$ cat config.mk
export PLATFORM = sky130hd
export DESIGN_NAME = cgcr_cfg
export DESIGN_NICKNAME = d
export VERILOG_FILES = /design/src/cgcr_pkg.sv /design/src/cgcr_cfg.sv
export SDC_FILE = /design/constraint.sdc
export NUM_CORES = 1
export LEC_CHECK = 0
export BUFFER_PORTS_ARGS = -buffer_cell sky130_fd_sc_hd__clkbuf_2
export CAP_MARGIN = 15
export CORE_MARGIN = 1.5
export CORE_UTILIZATION = 30
export DETAILED_ROUTE_END_ITERATION = 12
export GPL_TIMING_DRIVEN = 0
export RECOVER_POWER = 50
export SYNTH_ARGS = -nofsm -noshare
export SYNTH_HDL_FRONTEND = slang
export SYNTH_SLANG_ARGS = --single-unit
export TNS_END_PERCENT = 20
$ cat constraint.sdc
create_clock -name clk_i -period 0.8 [get_ports clk_i]
set_input_delay 0.16 -clock clk_i [delete_from_list [all_inputs] [get_ports clk_i]]
set_output_delay 0.16 -clock clk_i [all_outputs]
set_load 0.02 [all_outputs]
$ cat src/cgcr_pkg.sv
// shared types and constants for the glyph column renderer
// no dependencies
`timescale 1ns / 1ps

package cgcr_pkg;

  localparam int FONT_BYTES_DEF = 4096;
  localparam int GLYPH_GAP      = 1;
  localparam int MAX_GLYPH_DIM  = 16;
  localparam int DIM_CAP        = (MAX_GLYPH_DIM < 16) ? MAX_GLYPH_DIM : 16;
  localparam int CFG_IDX_W      = 3;
  localparam int CFG_DATA_W     = 16;

  typedef enum logic [1:0] {
    OP_LOAD  = 2'd0,
    OP_BEGIN = 2'd1,
    OP_DRAW  = 2'd2
  } op_e;

  typedef enum logic [CFG_IDX_W-1:0] {
    CFG_CLIP_LEFT    = 3'd0,
    CFG_CLIP_RIGHT   = 3'd1,
    CFG_CLIP_TOP     = 3'd2,
    CFG_CLIP_BOTTOM  = 3'd3,
    CFG_GLYPH_WIDTH  = 3'd4,
    CFG_GLYPH_HEIGHT = 3'd5,
    CFG_FIRST_CHAR   = 3'd6
  } cfg_idx_e;

  typedef enum logic [1:0] {
    ST_IDLE,
    ST_SETUP,
    ST_CHECK,
    ST_COL
  } state_e;

  typedef struct packed {
    logic [1:0]         operation;
    logic [11:0]        font_addr;
    logic [7:0]         font_byte;
    logic signed [15:0] start_x;
    logic signed [15:0] start_y;
    logic [7:0]         char_code;
  } in_item_t;

  typedef struct packed {
    logic signed [15:0] column_x;
    logic signed [15:0] top_y;
    logic [15:0]        row_mask;
    logic               last;
  } out_item_t;

  typedef struct packed {
    logic signed [15:0] clip_left;
    logic signed [15:0] clip_right;
    logic signed [15:0] clip_top;
    logic signed [15:0] clip_bottom;
    logic [4:0]         glyph_width;
    logic [4:0]         glyph_height;
    logic [7:0]         first_char;
  } cfg_t;

endpackage

$ cat src/cgcr_cfg.sv
// configuration register file of the glyph column renderer
// depends on cgcr_pkg
`timescale 1ns / 1ps

module cgcr_cfg (
  input  logic                             clk_i,
  input  logic                             rst_ni,
  input  logic                             cfg_we_i,
  input  logic [cgcr_pkg::CFG_IDX_W-1:0]   cfg_idx_i,
  input  logic [cgcr_pkg::CFG_DATA_W-1:0]  cfg_data_i,
  output cgcr_pkg::cfg_t                   cfg_o
);

  cgcr_pkg::cfg_t cfg_q;
  cgcr_pkg::cfg_t cfg_d;

  always_comb begin
    cfg_d = cfg_q;
    if (cfg_we_i) begin
      unique case (cfg_idx_i)
        cgcr_pkg::CFG_CLIP_LEFT:    cfg_d.clip_left    = cfg_data_i;
        cgcr_pkg::CFG_CLIP_RIGHT:   cfg_d.clip_right   = cfg_data_i;
        cgcr_pkg::CFG_CLIP_TOP:     cfg_d.clip_top     = cfg_data_i;
        cgcr_pkg::CFG_CLIP_BOTTOM:  cfg_d.clip_bottom  = cfg_data_i;
        cgcr_pkg::CFG_GLYPH_WIDTH:  cfg_d.glyph_width  = cfg_data_i[4:0];
        cgcr_pkg::CFG_GLYPH_HEIGHT: cfg_d.glyph_height = cfg_data_i[4:0];
        cgcr_pkg::CFG_FIRST_CHAR:   cfg_d.first_char   = cfg_data_i[7:0];
        default: ;
      endcase
    end
  end

  always_ff @(posedge clk_i or negedge rst_ni) begin
    if (!rst_ni) begin
      cfg_q.clip_left    <= 16'sd0;
      cfg_q.clip_right   <= 16'sd0;
      cfg_q.clip_top     <= 16'sd0;
      cfg_q.clip_bottom  <= 16'sd0;
      cfg_q.glyph_width  <= 5'd8;
      cfg_q.glyph_height <= 5'd8;
      cfg_q.first_char   <= 8'd32;
    end else begin
      cfg_q <= cfg_d;
    end
  end

  assign cfg_o = cfg_q;

endmodule

==> results of run 1 <==
-- cell usage after synthesis --
| library cell | instances | area (µm²) |
|---|---|---|
| mux2_4 | 16 | 240.2 |
| nor4b_4 | 1 | 23.77 |
| mux2_2 | 56 | 630.6 |
| buf_6 | 3 | 33.78 |
| buf_8 | 1 | 15.01 |
| dfrtp_1 | 79 | 1977 |
| buf_4 | 1 | 7.510 |
| and4bb_1 | 2 | 25.02 |
| dfstp_2 | 3 | 78.83 |
| nand4b_1 | 2 | 17.52 |
| mux2_1 | 10 | 112.6 |
| and4bb_2 | 1 | 12.51 |
| nand4b_4 | 1 | 23.77 |
| buf_2 | 3 | 15.01 |
| clkbuf_2 | 1 | 5.000 |
-- per-layer routing --
metal / up-vias / GRT usage / part of all wire
met3: 9 / 0.04863 / 0.084
li1: 904 / - / -
met1: 1048 / 0.1825 / 0.46
met5: - / 0 / 0
met2: 88 / 0.2028 / 0.45
met4: 0 / 0.04857 / 0.013
-- power by group --
part	leakage, nW	internal, mW	switching [mW]	total, mW
clock network	0.103	1.61	1.44	3.05
logic	1.14	2.26	2.07	4.32
registers	0.980	5.08	0.564	5.65
-- per-stage QoR --
step	setup TNS [ns]	std cells	hold WS (ns)	utilization
after floorplan	-28.70	180	-0.1356	-
after global placement	-146.75	416	0.4385	0.3795
after detailed placement	-49.37	417	0.2301	0.3816
after CTS	-26.70	442	-0.1557	0.4250
after global routing	-32.62	451	0.03241	0.4482
final	-25.37	451	-0.03318	0.4482
-- kinds of logic after synthesis --
| kind of cell | after synthesis | synth area share |
|---|---|---|
| buffers and inverters | 9 | 0.02371 |
| multiplexers | 82 | 0.3056 |
| AND/OR/NAND/NOR | 7 | 0.03188 |
| flip-flops | 82 | 0.6388 |
-- repair_timing --
action	in CTS	in global routing
pin swaps	1	0
resized for setup	38	121
buffers inserted	8	9
hold endpoints to repair	40	40
cloned	1	0
endpoints found under the setup margin	152	131
-- final cells by class --
class,count,area share
Buffer,9,0.02853
Clock buffer,13,0.03419
Clock inverter,3,0.008614
Multi-Input combinational cell,89,0.2474
Sequential cell,82,0.4423
Tap cell,136,0.03661
Timing Repair Buffer,119,0.2024
-- final timing paths --
path | endpoint | depth (start not counted)
min in group clk_i | cfg_o[60] | 2
max in group asynchronous | cfg_o[11] | 2
setup reg to reg | cfg_o[63] | 2
hold reg to reg | cfg_o[62] | 1
hold / removal | cfg_o[77] | 1
setup / recovery | cfg_o[16] | 1
==> flow_metrics.tcl, run 1 <==
set metrics [dict create \
    status "finished, violations left" \
    violations "hold timing, setup timing" \
    route.vias.total 2049 \
    cts_tree "done" \
    maxCapViolations 0 \
    clock_path_buffers 2 \
    yosysSeqAreaShare 0.6388 \
    multi_input_comb_area_um2 1150 \
    netlist_instances 180 \
    clk_pin_slew_ns 0.08 \
    rsz0062_at_grt "yes" \
    clkSinkCount 82 \
    setup_viol_count_final 125 \
    powerDensity_nw_per_um2 2801 \
    required_ns 0.64 \
    port_buffers 100 \
    core_area_um2 10370 \
    worst_slack_ns -0.3648 \
    cp-start-kind "register" \
    largest_reg_flops 82 \
    htree_levels 3 \
    stdcell_area_um2 4648 \
    hold_ws_ns -0.03318 \
    syn_area_um2 3218 \
    irDropWorstVdd_v 0.001331 \
    grt_first_pass_wirelength_mm 11.67 \
    final_cell_mix "dfrtp_1 (79), mux2_2 (47), buf_2 (37)" \
    drt_wl_total_mm 7.545 \
    grt_pass1_vias 2089 \
    seqCellArea_um2 2056 \
    critPathMaxFanout 2 \
    cpPeakStageDelay_ns 0.55 \
    via_per_inst 4.543 \
    synth.avg_cell_area_um2 17.88 \
    layout_commonest_cell "dfrtp_1" \
    grt_antenna_before_repair 0 \
    dr.first_iter.drc_count 36 \
    gp_congestion 0.7362 \
    finalNetCount 332 \
    ys_warn_count 0 \
    crit_type "register to output pin" \
    io_pins 104 \
    crit_path_start "cfg_o[16]" \
    fillers 950 \
    cellLeakagePower_nw 2.228 \
    end_kind "output pin" \
    fin_worst_skew_ns 0 \
    area_growth_syn_to_layout_pct 44.44 \
    period_needed_ns 1.165 \
    placed_cell_area_um2 3958 \
    total_power_mw 13.02 \
    die_height_um 106.6 \
    root_buffer "clkbuf_8" \
    die_area_um2 11360 \
    clock_latency_ns 0.34 \
    worstReg2RegStart "cfg_o[63]" \
    slew_headroom 0.3465 \
    regToRegSetupSlack_ns -0.12 \
    ant_nets 0 \
    diodes 0 \
    grt_overflow_total 0 \
    crit_family "flip-flops" \
    finalHoldViolations 40 \
    syn_nets 202 \
    cp_cell_sequence "buf_8" \
    initial_utilization 0.3103 \
    cp.arrival_ns 1.00 \
    grt_start_max_net_pins 43 \
    cpMaxStageDelayCell "dfstp_2" \
    cts_buffers 9 \
    firstDrtPassIters 4 \
    worstMarginPinSlew_ns 0.9803 \
    routedWlPerCell_um 16.73 \
    synth-seq-cells 82 \
    period_share 1.456 \
    slew_viol_final 0 \
    pre_cts_ws_ns -0.8864 \
    fmaxAchievable_mhz 858.5 \
    critPathBufInv 1 \
    rows 37 \
    route.detailed.drc 0 \
    die_width_um 106.6 \
    worstHoldPathType "input port to asynchronous set/reset pin" \
    synthDistinctLibCells 15 \
    place_hpwl_mm 5.020 \
    layout-drive-gt1-share 0.7238 \
    grt_util_all_layers 0.1361 \
]
Note: power is estimated with default switching activity, not from simulation.
==> run 2, diff against run 1 <==
CELL_PAD_IN_SITES_DETAIL_PLACEMENT = 1   (was default)
CELL_PAD_IN_SITES_GLOBAL_PLACEMENT = 1   (was default)
CORE_ASPECT_RATIO = 0.6   (was default)
HOLD_SLACK_MARGIN = 0.06   (was default)
PLACE_DENSITY_LB_ADDON = 0.1   (was default)
==> flow_metrics.tcl, run 2 (synthesis gave the netlist of run 1 again) <==
set metrics [dict create \
    required_ns 0.64 \
    worstHoldPathType "input port to asynchronous set/reset pin" \
    slew_headroom 0.3745 \
    die_width_um 136.7 \
    rows 29 \
    place_hpwl_mm 5.344 \
    cts_tree "done" \
    end_kind "output pin" \
    via_per_inst 4.440 \
    crit_family "flip-flops" \
    critPathBufInv 1 \
    io_pins 104 \
    grt_pass1_vias 2060 \
    cp.arrival_ns 0.99 \
    dr.first_iter.drc_count 63 \
    netSwitchingFraction 0.3099 \
    clk_pin_slew_ns 0.06 \
    drt_wl_total_mm 8.056 \
    clkSinkCount 82 \
    grt_util_all_layers 0.1476 \
    worstMarginPinSlew_ns 0.9383 \
    cp-start-kind "register" \
    seq_power_share 0.408 \
    slew_viol_final 0 \
    area_growth_syn_to_layout_pct 47.67 \
    dp.cells 420 \
    finalNetCount 328 \
    firstDrtPassIters 2 \
    root_buffer "clkbuf_16" \
    worstRegToRegCells 2 \
    dr_wl_met2_mm 3.437 \
    die_height_um 83.23 \
    powerDensity_nw_per_um2 2920 \
    stdcell_area_um2 4752 \
    grt_overflow_total 0 \
    period_needed_ns 1.148 \
    intPower_mw 9.576 \
    grt_antenna_before_repair 0 \
    highest_layer "met4" \
    worst_slack_ns -0.3478 \
    stdcell_count 450 \
    cpMaxStageDelayCell "dfstp_2" \
    layout_commonest_cell "dfrtp_1" \
    clock_path_buffers 2 \
    port_buffers 100 \
    tns_ns -24.41 \
    violations "hold timing, setup timing" \
    hold_ws_ns -0.03388 \
    layout-drive-gt1-share 0.7235 \
    initial_utilization 0.3069 \
    cp_cell_sequence "buf_8" \
    period_share 1.435 \
    cpPeakStageDelay_ns 0.55 \
    p_sw_mw 4.300 \
    route.vias.total 1998 \
    rsz0062_at_grt "yes" \
    p_comb_frac 0.314 \
    cellLeakagePower_nw 2.269 \
    pre_cts_ws_ns -0.9226 \
    grt_start_max_net_pins 49 \
    final_cell_mix "dfrtp_1 (79), mux2_4 (40), mux2_2 (40)" \
    core_area_um2 10490 \
    fillers 1069 \
    route.detailed.drc 0 \
    largest_reg_flops 82 \
    clkPwrFrac 0.278 \
    ant_nets 0 \
    clock_latency_ns 0.33 \
    placed_cell_area_um2 3969 \
    wl_met3_um 573 \
    finalHoldViolations 34 \
    wl_met1_mm 3.943 \
    routedWlPerCell_um 17.90 \
    die_area_um2 11380 \
    fmaxAchievable_mhz 871.3 \
    grt_first_pass_wirelength_mm 12.34 \
    critPathMaxFanout 2 \
    critical_path_depth 1 \
    status "finished, violations left" \
    crit_type "register to output pin" \
    cts_buffers 9 \
    irDropWorstVdd_v 0.001357 \
    fin_worst_skew_ns 0 \
    diodes 0 \
    maxCapViolations 0 \
    setup_viol_count_final 143 \
    gp_congestion 0.6974 \
    htree_levels 3 \
]
==> run 2: cell types whose count changed in the layout (fill, tap and decap cells not counted), sizes merged <==
| cell | change |
|---|---|
| clkinv | +1 |
| buf | -3 |
| bufinv | -1 |
| clkinvlp | +1 |
| inv | +1 |
| clkbuf | -3 |
==> run 2: final cells by class <==
cell class | count | area, µm² | share of cell area
clock buffers | 11 | 242.7 | 0.05108
plain buffers | 9 | 135.1 | 0.02844
clock inverters | 5 | 38.79 | 0.008162
well taps | 139 | 173.9 | 0.03660
multi-input cells | 89 | 1180 | 0.2483
repair buffers | 115 | 925.9 | 0.1948
flip-flops and latches | 82 | 2056 | 0.4326
==> run 2: path summary, 6_finish.rpt <==
kind | from | endpoint | slack [ns]
hold / removal | rst_ni | cfg_o[18] | -0.03
max in group asynchronous | rst_ni | cfg_o[5] | 0.04
setup reg to reg | cfg_o[42] | cfg_o[42] | -0.11
setup / recovery | cfg_o[5] | cfg_o[5] | -0.35
min in group clk_i | cfg_data_i[14] | cfg_o[64] | 0.10
hold reg to reg | cfg_o[63] | cfg_o[63] | 0.49
==> run 2: per-stage QoR <==
stage | utilization | hold slack [ns] | total power, mW
floorplan | - | -0.1356 | 7.782
global placement | 0.3756 | 0.4318 | 9.131
detailed placement | 0.3785 | 0.1941 | 9.196
CTS | 0.4247 | -0.1614 | 13.39
global route | 0.4532 | 0.02557 | 14.61
finish | 0.4532 | -0.03388 | 13.88
==> run 2: routing by layer <==
metal | track usage | vias up
met5 | 0 | -
li1 | - | 901
met3 | 0.06105 | 7
met4 | 0.04642 | 0
met2 | 0.1928 | 55
met1 | 0.2178 | 1035
==> run 2: timing repair <==
| action | in CTS | in global routing |
|---|---|---|
| gates resized for setup | 35 | 142 |
| cloned | 1 | 0 |
| buffers inserted | 3 | 10 |
| endpoints found under the setup margin | 157 | 147 |
| hold endpoints to repair | 34 | 34 |
| pin swaps | 2 | 1 |
==> run 2: power by group through the flow <==
stage,clock (mW),combinational [mW],sequential (mW)
after detailed placement,0,3.55,5.65
after floorplan,0,1.03,6.75
final,3.86,4.36,5.66
after global placement,0,3.50,5.63
after CTS,4.03,3.76,5.60
after global routing,4.22,4.61,5.78
